`config.mk`:
```
export PLATFORM = sky130hd
export DESIGN_NAME = periodic_task_scheduler_table
export DESIGN_NICKNAME = d
export VERILOG_FILES = /design/src/design/pts_pkg.sv /design/src/design/pts_slot_mem.sv /design/src/design/pts_slot_alu.sv /design/src/design/periodic_task_scheduler_table.sv
export SDC_FILE = /design/constraint.sdc
export NUM_CORES = 1
export LEC_CHECK = 0
export ABC_CLOCK_PERIOD_IN_PS = 7890
export BUFFER_PORTS_ARGS = -buffer_cell sky130_fd_sc_hd__clkbuf_2
export CAP_MARGIN = 25
export CELL_PAD_IN_SITES_DETAIL_PLACEMENT = 1
export CELL_PAD_IN_SITES_GLOBAL_PLACEMENT = 1
export CORE_MARGIN = 4
export CORE_UTILIZATION = 40
export CTS_CLUSTER_DIAMETER = 60
export CTS_CLUSTER_SIZE = 14
export DETAILED_ROUTE_END_ITERATION = 12
export GPL_ROUTABILITY_DRIVEN = 0
export PLACE_DENSITY = 0.7
export SETUP_SLACK_MARGIN = 0.4
export SYNTH_ARGS = -nofsm -noshare
export SYNTH_HDL_FRONTEND = slang
export SYNTH_SLANG_ARGS = --single-unit
```
`constraint.sdc`:
```
create_clock -name clk -period 7.89 [get_ports clk]
set_clock_uncertainty 0.05 [all_clocks]
set_input_delay 0.3945 -clock clk [delete_from_list [all_inputs] [get_ports clk]]
set_output_delay 0.3945 -clock clk [all_outputs]
set_load 0.05 [all_outputs]
```
`src/design/pts_pkg.sv`:
```
// Shared types, request codes and sequencer states for the periodic task scheduler table.
`timescale 1ns / 1ps
`default_nettype none

package pts_pkg;

  // Default number of task slots
  localparam int DEF_SLOT_COUNT = 8;

  // Width of handles, delays and periods
  localparam int DATA_W = 16;

  // Request kinds
  localparam logic [2:0] KIND_INIT     = 3'd0;
  localparam logic [2:0] KIND_DEINIT   = 3'd1;
  localparam logic [2:0] KIND_CREATE   = 3'd2;
  localparam logic [2:0] KIND_DELETE   = 3'd3;
  localparam logic [2:0] KIND_MODIFY   = 3'd4;
  localparam logic [2:0] KIND_TICK     = 3'd5;
  localparam logic [2:0] KIND_DISPATCH = 3'd6;

  // Status codes
  localparam logic STATUS_OK      = 1'b0;
  localparam logic STATUS_INVALID = 1'b1;

  // Input word
  typedef struct packed {
    logic [2:0]        kind;
    logic [7:0]        slot_index;
    logic [DATA_W-1:0] start_delay;
    logic [DATA_W-1:0] repeat_period;
    logic [DATA_W-1:0] task_handle;
  } req_t;

  // Result word
  typedef struct packed {
    logic              status;
    logic [7:0]        result_slot;
    logic [DATA_W-1:0] result_handle;
    logic              task_found;
  } rsp_t;

  // One slot as held in the slot memory
  typedef struct packed {
    logic [DATA_W-1:0] handle;
    logic [DATA_W-1:0] delay;
    logic [DATA_W-1:0] period;
  } entry_t;

  // Tick update of one slot
  typedef struct packed {
    logic [DATA_W-1:0] delay;
    logic              due;
  } tick_upd_t;

  // Sequencer states
  typedef enum logic [2:0] {
    ST_IDLE,
    ST_DECODE,
    ST_SCAN_FREE,
    ST_SCAN_READY,
    ST_DISP_READ,
    ST_TICK,
    ST_TICK_LAST,
    ST_DONE
  } state_t;

endpackage

`default_nettype wire

```
`src/design/pts_slot_mem.sv`:
```
// Slot memory: handle, delay and period of each task slot, one write and one registered read port.
`timescale 1ns / 1ps
`default_nettype none

module pts_slot_mem
  import pts_pkg::*;
#(
  parameter int DEPTH  = DEF_SLOT_COUNT,
  parameter int ADDR_W = 3
) (
  input  wire logic              clk,
  input  wire logic              wr_en,
  input  wire logic [ADDR_W-1:0] wr_addr,
  input  wire entry_t            wr_data,
  input  wire logic              rd_en,
  input  wire logic [ADDR_W-1:0] rd_addr,
  output entry_t                 rd_data
);

  entry_t mem [DEPTH];

  // Write one entry
  always_ff @(posedge clk) begin
    if (wr_en) begin
      mem[wr_addr] <= wr_data;
    end
  end

  // Register the read data
  always_ff @(posedge clk) begin
    if (rd_en) begin
      rd_data <= mem[rd_addr];
    end
  end

endmodule

`default_nettype wire

```
`src/design/pts_slot_alu.sv`:
```
// Shared slot unit: ages one slot's delay on a tick or reloads it from the period when due.
`timescale 1ns / 1ps
`default_nettype none

module pts_slot_alu
  import pts_pkg::*;
(
  input  wire entry_t cur,
  output tick_upd_t   upd
);

  // Reload from the period when due (a zero period keeps the delay at zero)
  always_comb begin
    upd.due   = (cur.delay == '0);
    upd.delay = upd.due ? cur.period : (cur.delay - DATA_W'(1));
  end

endmodule

`default_nettype wire

```
`src/design/periodic_task_scheduler_table.sv`:
```
// Top level of the periodic task scheduler table: handshakes, sequencer and slot flags.
//
//   channel | direction | handshake            | word
//   --------+-----------+----------------------+----------------------------------
//   in      | input     | in_valid / in_ready  | in_data   (req_t request)
//   out     | output    | out_valid / out_ready| out_data  (rsp_t result)
//   cfg     | input     | cfg_valid / cfg_ready| cfg_data  (scheduler enable bit)
//
// Init, deinit, delete, modify, an unused kind and suspended tick or dispatch pass
// only through the decode and done states. Create steps through the slot flags one
// slot per cycle; dispatch scans the same way and then reads the slot memory; tick
// streams every slot through the slot memory read port and the shared slot unit.
// in_ready rises with out_valid. Reset clears the occupied and ready flags at once;
// the slot memory needs no clearing. A result waiting on out_ready holds in the output
// register while the next word is taken.
`timescale 1ns / 1ps
`default_nettype none

module periodic_task_scheduler_table
  import pts_pkg::*;
#(
  parameter int SLOT_COUNT = DEF_SLOT_COUNT
) (
  input  wire logic clk,
  input  wire logic rst,
  input  wire logic in_valid,
  output logic      in_ready,
  input  wire req_t in_data,
  output logic      out_valid,
  input  wire logic out_ready,
  output rsp_t      out_data,
  input  wire logic cfg_valid,
  output logic      cfg_ready,
  input  wire logic cfg_data
);

  localparam int IDX_W = (SLOT_COUNT > 1) ? $clog2(SLOT_COUNT) : 1;
  localparam logic [IDX_W-1:0] LAST_SLOT = IDX_W'(SLOT_COUNT - 1);

  state_t                  state, state_next;
  req_t                    req;
  logic [IDX_W-1:0]        cnt, cnt_next;
  logic [SLOT_COUNT-1:0]   occupied, occupied_next;
  logic [SLOT_COUNT-1:0]   ready_mask, ready_mask_next;
  logic                    initialized, initialized_next;
  logic                    enable;
  rsp_t                    rsp, rsp_next;
  logic                    tick_wr, tick_wr_next;
  logic [IDX_W-1:0]        tick_addr;

  logic [IDX_W-1:0]        idx;
  logic                    slot_ok;
  logic                    load_out;

  logic                    mem_wr_en;
  logic [IDX_W-1:0]        mem_wr_addr;
  entry_t                  mem_wr_data;
  logic                    mem_rd_en;
  entry_t                  mem_rd_data;
  tick_upd_t               upd;

  pts_slot_mem #(
    .DEPTH  (SLOT_COUNT),
    .ADDR_W (IDX_W)
  ) u_mem (
    .clk     (clk),
    .wr_en   (mem_wr_en),
    .wr_addr (mem_wr_addr),
    .wr_data (mem_wr_data),
    .rd_en   (mem_rd_en),
    .rd_addr (cnt),
    .rd_data (mem_rd_data)
  );

  pts_slot_alu u_alu (
    .cur (mem_rd_data),
    .upd (upd)
  );

  // Check the addressed slot for delete and modify
  assign idx      = req.slot_index[IDX_W-1:0];
  assign slot_ok  = (req.slot_index < 8'(SLOT_COUNT)) && occupied[idx];
  assign load_out = (state == ST_DONE) && (!out_valid || out_ready);
  assign cfg_ready = 1'b1;

  // Next state
  always_comb begin
    state_next = state;
    case (state)
      ST_IDLE: begin
        if (in_valid) begin
          state_next = ST_DECODE;
        end
      end
      ST_DECODE: begin
        case (req.kind)
          KIND_CREATE: begin
            state_next = (req.task_handle == '0) ? ST_DONE : ST_SCAN_FREE;
          end
          KIND_TICK: begin
            state_next = enable ? ST_TICK : ST_DONE;
          end
          KIND_DISPATCH: begin
            state_next = enable ? ST_SCAN_READY : ST_DONE;
          end
          default: begin
            state_next = ST_DONE;
          end
        endcase
      end
      ST_SCAN_FREE: begin
        if (!occupied[cnt] || cnt == LAST_SLOT) begin
          state_next = ST_DONE;
        end
      end
      ST_SCAN_READY: begin
        if (ready_mask[cnt]) begin
          state_next = ST_DISP_READ;
        end else if (cnt == LAST_SLOT) begin
          state_next = ST_DONE;
        end
      end
      ST_DISP_READ: begin
        state_next = ST_DONE;
      end
      ST_TICK: begin
        if (cnt == LAST_SLOT) begin
          state_next = ST_TICK_LAST;
        end
      end
      ST_TICK_LAST: begin
        state_next = ST_DONE;
      end
      ST_DONE: begin
        if (load_out) begin
          state_next = ST_IDLE;
        end
      end
      default: begin
        state_next = ST_IDLE;
      end
    endcase
  end

  // Datapath controls, flag updates and result
  always_comb begin
    in_ready         = (state == ST_IDLE);
    cnt_next         = cnt;
    occupied_next    = occupied;
    ready_mask_next  = ready_mask;
    initialized_next = initialized;
    rsp_next         = rsp;
    tick_wr_next     = (state == ST_TICK);
    mem_wr_en        = 1'b0;
    mem_wr_addr      = cnt;
    mem_wr_data      = '{handle: req.task_handle, delay: req.start_delay,
                         period: req.repeat_period};
    mem_rd_en        = 1'b0;

    // Write back the slot read in the previous tick cycle
    if (tick_wr && occupied[tick_addr]) begin
      mem_wr_en   = 1'b1;
      mem_wr_addr = tick_addr;
      mem_wr_data = '{handle: mem_rd_data.handle, delay: upd.delay,
                      period: mem_rd_data.period};
      if (upd.due) begin
        ready_mask_next[tick_addr] = 1'b1;
      end
    end

    case (state)
      ST_IDLE: begin
        cnt_next = '0;
      end
      ST_DECODE: begin
        rsp_next = '0;
        case (req.kind)
          KIND_INIT: begin
            if (initialized) begin
              rsp_next.status = STATUS_INVALID;
            end else begin
              occupied_next    = '0;
              ready_mask_next  = '0;
              initialized_next = 1'b1;
            end
          end
          KIND_DEINIT: begin
            if (!initialized) begin
              rsp_next.status = STATUS_INVALID;
            end else begin
              occupied_next    = '0;
              ready_mask_next  = '0;
              initialized_next = 1'b0;
            end
          end
          KIND_CREATE: begin
            if (req.task_handle == '0) begin
              rsp_next.status = STATUS_INVALID;
            end
          end
          KIND_DELETE: begin
            if (!slot_ok) begin
              rsp_next.status = STATUS_INVALID;
            end else begin
              occupied_next[idx]   = 1'b0;
              ready_mask_next[idx] = 1'b0;
            end
          end
          KIND_MODIFY: begin
            if (!slot_ok || req.task_handle == '0) begin
              rsp_next.status = STATUS_INVALID;
            end else begin
              mem_wr_en   = 1'b1;
              mem_wr_addr = idx;
            end
          end
          KIND_TICK, KIND_DISPATCH: begin
            rsp_next.status = STATUS_OK;
          end
          default: begin
            rsp_next.status = STATUS_INVALID;
          end
        endcase
      end
      // Take the lowest free slot
      ST_SCAN_FREE: begin
        if (!occupied[cnt]) begin
          mem_wr_en            = 1'b1;
          mem_wr_addr          = cnt;
          occupied_next[cnt]   = 1'b1;
          ready_mask_next[cnt] = 1'b0;
          rsp_next.result_slot = 8'(cnt);
        end else if (cnt == LAST_SLOT) begin
          rsp_next.status = STATUS_INVALID;
        end else begin
          cnt_next = cnt + IDX_W'(1);
        end
      end
      // Find the lowest ready slot and fetch its entry
      ST_SCAN_READY: begin
        if (ready_mask[cnt]) begin
          mem_rd_en            = 1'b1;
          ready_mask_next[cnt] = 1'b0;
        end else if (cnt != LAST_SLOT) begin
          cnt_next = cnt + IDX_W'(1);
        end
      end
      // Report the dispatched task, drop it when it is one-shot
      ST_DISP_READ: begin
        rsp_next.task_found    = 1'b1;
        rsp_next.result_slot   = 8'(cnt);
        rsp_next.result_handle = mem_rd_data.handle;
        if (mem_rd_data.period == '0) begin
          occupied_next[cnt] = 1'b0;
        end
      end
      // Stream every slot through the shared unit
      ST_TICK: begin
        mem_rd_en = 1'b1;
        if (cnt != LAST_SLOT) begin
          cnt_next = cnt + IDX_W'(1);
        end
      end
      default: begin
      end
    endcase
  end

  // Control registers
  always_ff @(posedge clk) begin
    if (rst) begin
      state       <= ST_IDLE;
      occupied    <= '0;
      ready_mask  <= '0;
      initialized <= 1'b0;
      enable      <= 1'b1;
      tick_wr     <= 1'b0;
      out_valid   <= 1'b0;
    end else begin
      state       <= state_next;
      occupied    <= occupied_next;
      ready_mask  <= ready_mask_next;
      initialized <= initialized_next;
      tick_wr     <= tick_wr_next;
      if (cfg_valid && cfg_ready) begin
        enable <= cfg_data;
      end
      if (load_out) begin
        out_valid <= 1'b1;
      end else if (out_ready) begin
        out_valid <= 1'b0;
      end
    end
  end

  // Payload registers
  always_ff @(posedge clk) begin
    if (in_valid && in_ready) begin
      req <= in_data;
    end
    cnt       <= cnt_next;
    rsp       <= rsp_next;
    tick_addr <= cnt;
    if (load_out) begin
      out_data <= rsp;
    end
  end

endmodule

`default_nettype wire

```
==> reports/qor.csv <==
metric,value,unit
Post-CTS Setup Inserts,0,
DP HPWL,30200,microns
setup TNS,0,ns
DR pass1 iterations,5,
WL/cell,25.0,microns
Worst Path Arrival,4.83,ns
initial antenna violation count,0,
post-synth cell types,66,
sequential-to-total area share from yosys stat,77.2,%
filler instances,5138,
CTS tree,built,
endpoint class of the critical path,flop,
crit path launch type,flop,
Post-Synthesis Cells,1362,
vias in the first global route,13537,
Max Clock Freq,0.214,GHz
status,finished clean,
worst setup margin,3.21,ns
CP most frequent cell,buf_4,
CTS Buffer Depth,3,
cts bufs inserted,50,
worst-path cell chain,"mux2_2, a32oi_1, a31o_2, buf_4, inv_1, o22ai_2, a221oi_1, nor3_2, buf_4",
vias post-DR,12773,
ys flop type,edfxtp_1,
final hold vios,0,
hold crit path type,input port to flop,
Final ANT Viol Nets,0,
H-tree Lvls,2,
CP max stage cell,buf_4,
clk sink count,562,
1st-iter DRT viols,1194,
CP max FO,69,
largest net degree at the start of global routing,70,
Worst-Margin Slew,0.936,ns
"FF+latch count, synth",562,
root buffer cell,clkbuf_16,
FP Rows,84,
gr usage total,18.9,%
Pwr Density,333,nW/um^2
number of I/O pins,94,
r2r setup slk,3.21,ns
# diodes,0,
Die ar.,57500,sq um
port bufs,87,
die outline height,240,microns
Final Max Tran Viols,0,
CTS Hold Bufs,61,
grt total ovfl,0,
yosys warns,0,
Worst-path clk slew,0.06,ns
clk_lat worst skew,0.60,ns
fin nets,1569,
WP data required,8.05,ns
Mean Syn Cell Area,15.8,sq um
drt via density,5.78,
Initial Util,40.7,%
Max Cap Viol,0,
overall power,0.00823,W
first-pass GRT wire length,83100,microns
Area growth syn-to-layout,15.1,%
final WL,55200,microns
asr flop ratio synth,0,%
Resized Gates After CTS,0,
Post-synth EDFFs,536,
core area,52900,sq um
drc violations,0,
layout cells sized above 1,15.3,%
Worst slew margin,37.4,%
DP Worst Slack,3.23,ns
minimum clock period,4.68,ns
synthesized area,21500,sq um
chip width,240,microns
P_leak,8.06,nW
peak supply drop,0.174,mV
Tcrit/Tclk final,59.3,%
crit path kind,flop to flop,
unrepaired setup endpoints after global routing,false,
Max stage delay on crit path,0.74,ns
Final Setup Violations,0,
[cell usage after synthesis, types with 6 or more instances]
library cell  number  area [sq um]
clkbuf_1          64           240
nor2b_1            6          37.5
o22ai_1            8          50.1
mux2_2            19           214
buf_1             11          41.3
or3_1              6          37.5
buf_4              6          45.0
nor3_1            22           110
or2_2              7          43.8
nor4_1            11          68.8
xor2_1             6          52.6
a21oi_1           37           185
inv_1             19          71.3
dfxtp_1           26           521
nor3b_1            6          45.0
edfxtp_1         536         16100
nand3_1            7          35.0
and2_1            25           156
nand4_1           50           313
o21ai_1            9          45.0
o21ai_0           49           245
xnor2_1            7          61.3
a31oi_1            9          56.3
buf_2              9          45.0
nand2_1           93           349
nor2_1            41           154
a22oi_1          195          1460
[power breakdown]
group          internal, W  switching, W
clock network      0.00119       0.00106
registers          0.00390      0.000237
logic             0.000531       0.00131
total              0.00563       0.00261
[worst paths after layout]
| path | to | startpoint | depth (start not counted) |
|---|---|---|---|
| worst max-delay path | u_mem.mem[6][5] | tick_addr[0] | 9 |
| worst min-delay path | out_valid | out_ready | 3 |
| worst max register to register | u_mem.mem[6][5] | tick_addr[0] | 9 |
| worst min register to register | out_data[12] | rsp[12] | 0 |
[state kept, by name, indices dropped and copies added, names as in the netlist]
name	count
state	3
u_mem.rd_data	48
occupied	8
initialized	1
u_mem.mem	384
out_valid	1
idx	3
enable	1
cnt	3
req	56
tick_addr	3
ready_mask	8
out_data	21
rsp	21
tick_wr	1
[placed cells by master, fill, tap and decap left out, types with 19 or more instances in the layout]
master         Yosys  layout
edfxtp_1         536     536
a22oi_1          195     195
nand2_1           93      93
clkbuf_2           0      87
dlygate4sd3_1      0      61
nand4_1           50      50
clkbuf_16          0      50
o21ai_0           49      49
nor2_1            41      39
a21oi_1           37      37
dfxtp_1           26      26
and2_1            25      23
buf_4              6      22
inv_1             19      19
mux2_2            19      19
[layer usage]
| metal | wire [microns] | up-vias | share of wire [%] | track usage (%) |
|---|---|---|---|---|
| met5 | 0 | - | 0 | 0 |
| met4 | 1230 | 0 | 2.2 | 5.14 |
| met3 | 3410 | 84 | 6.2 | 2.80 |
| met2 | 27000 | 448 | 49 | 32.1 |
| met1 | 23500 | 6559 | 43 | 25.9 |
| li1 | - | 5682 | - | - |
[kinds of logic (layout without fill, tap and decap cells)]
group / count (synthesis) / after routing / synth area share, %
xor gates and xnor gates: 13 / 13 / 0.529
DFF: 562 / 562 / 77.2
muxes: 27 / 27 / 1.54
and+or+nand+nor: 302 / 302 / 7.35
other: 2 / 6 / 0.0349
AOI/OAI and AO/OA: 343 / 343 / 11.0
buffers and inverters: 109 / 263 / 2.06
adders and majority gates: 4 / 4 / 0.233
[worst max-delay path, delay by kind of cell, from the launching register on]
family                 cells  cell delay (ns)
AOI/OAI and AO/OA          4             0.98
buffers and inverters      3             1.94
DFF                        1             0.60
muxes                      1             0.39
and+or+nand+nor            1             0.28
[through the flow]
| stage | hold WS (ns) | area, sq um | cells | util, % |
|---|---|---|---|---|
| finish | 0.0621 | 24800 | 2208 | 46.8 |
| global placement | 0.351 | 22700 | 2072 | 42.9 |
| global route | 0.0972 | 24800 | 2208 | 46.8 |
| CTS | 0.0458 | 24700 | 2206 | 46.8 |
| floorplan | 0.321 | 21500 | 1366 | - |
| detailed placement | 0.355 | 22700 | 2073 | 42.9 |
[cell type report]
cell class	instances	area, sq um	area share [%]
flip-flops and latches	562	16600	67.1
multi-input cells	695	4550	18.4
clock buffers	59	1280	5.19
repair buffers	172	1230	4.97
well taps	688	861	3.48
clock inverters	13	140	0.566
inverters	19	71.3	0.288
(Power assumes the default switching activity.)
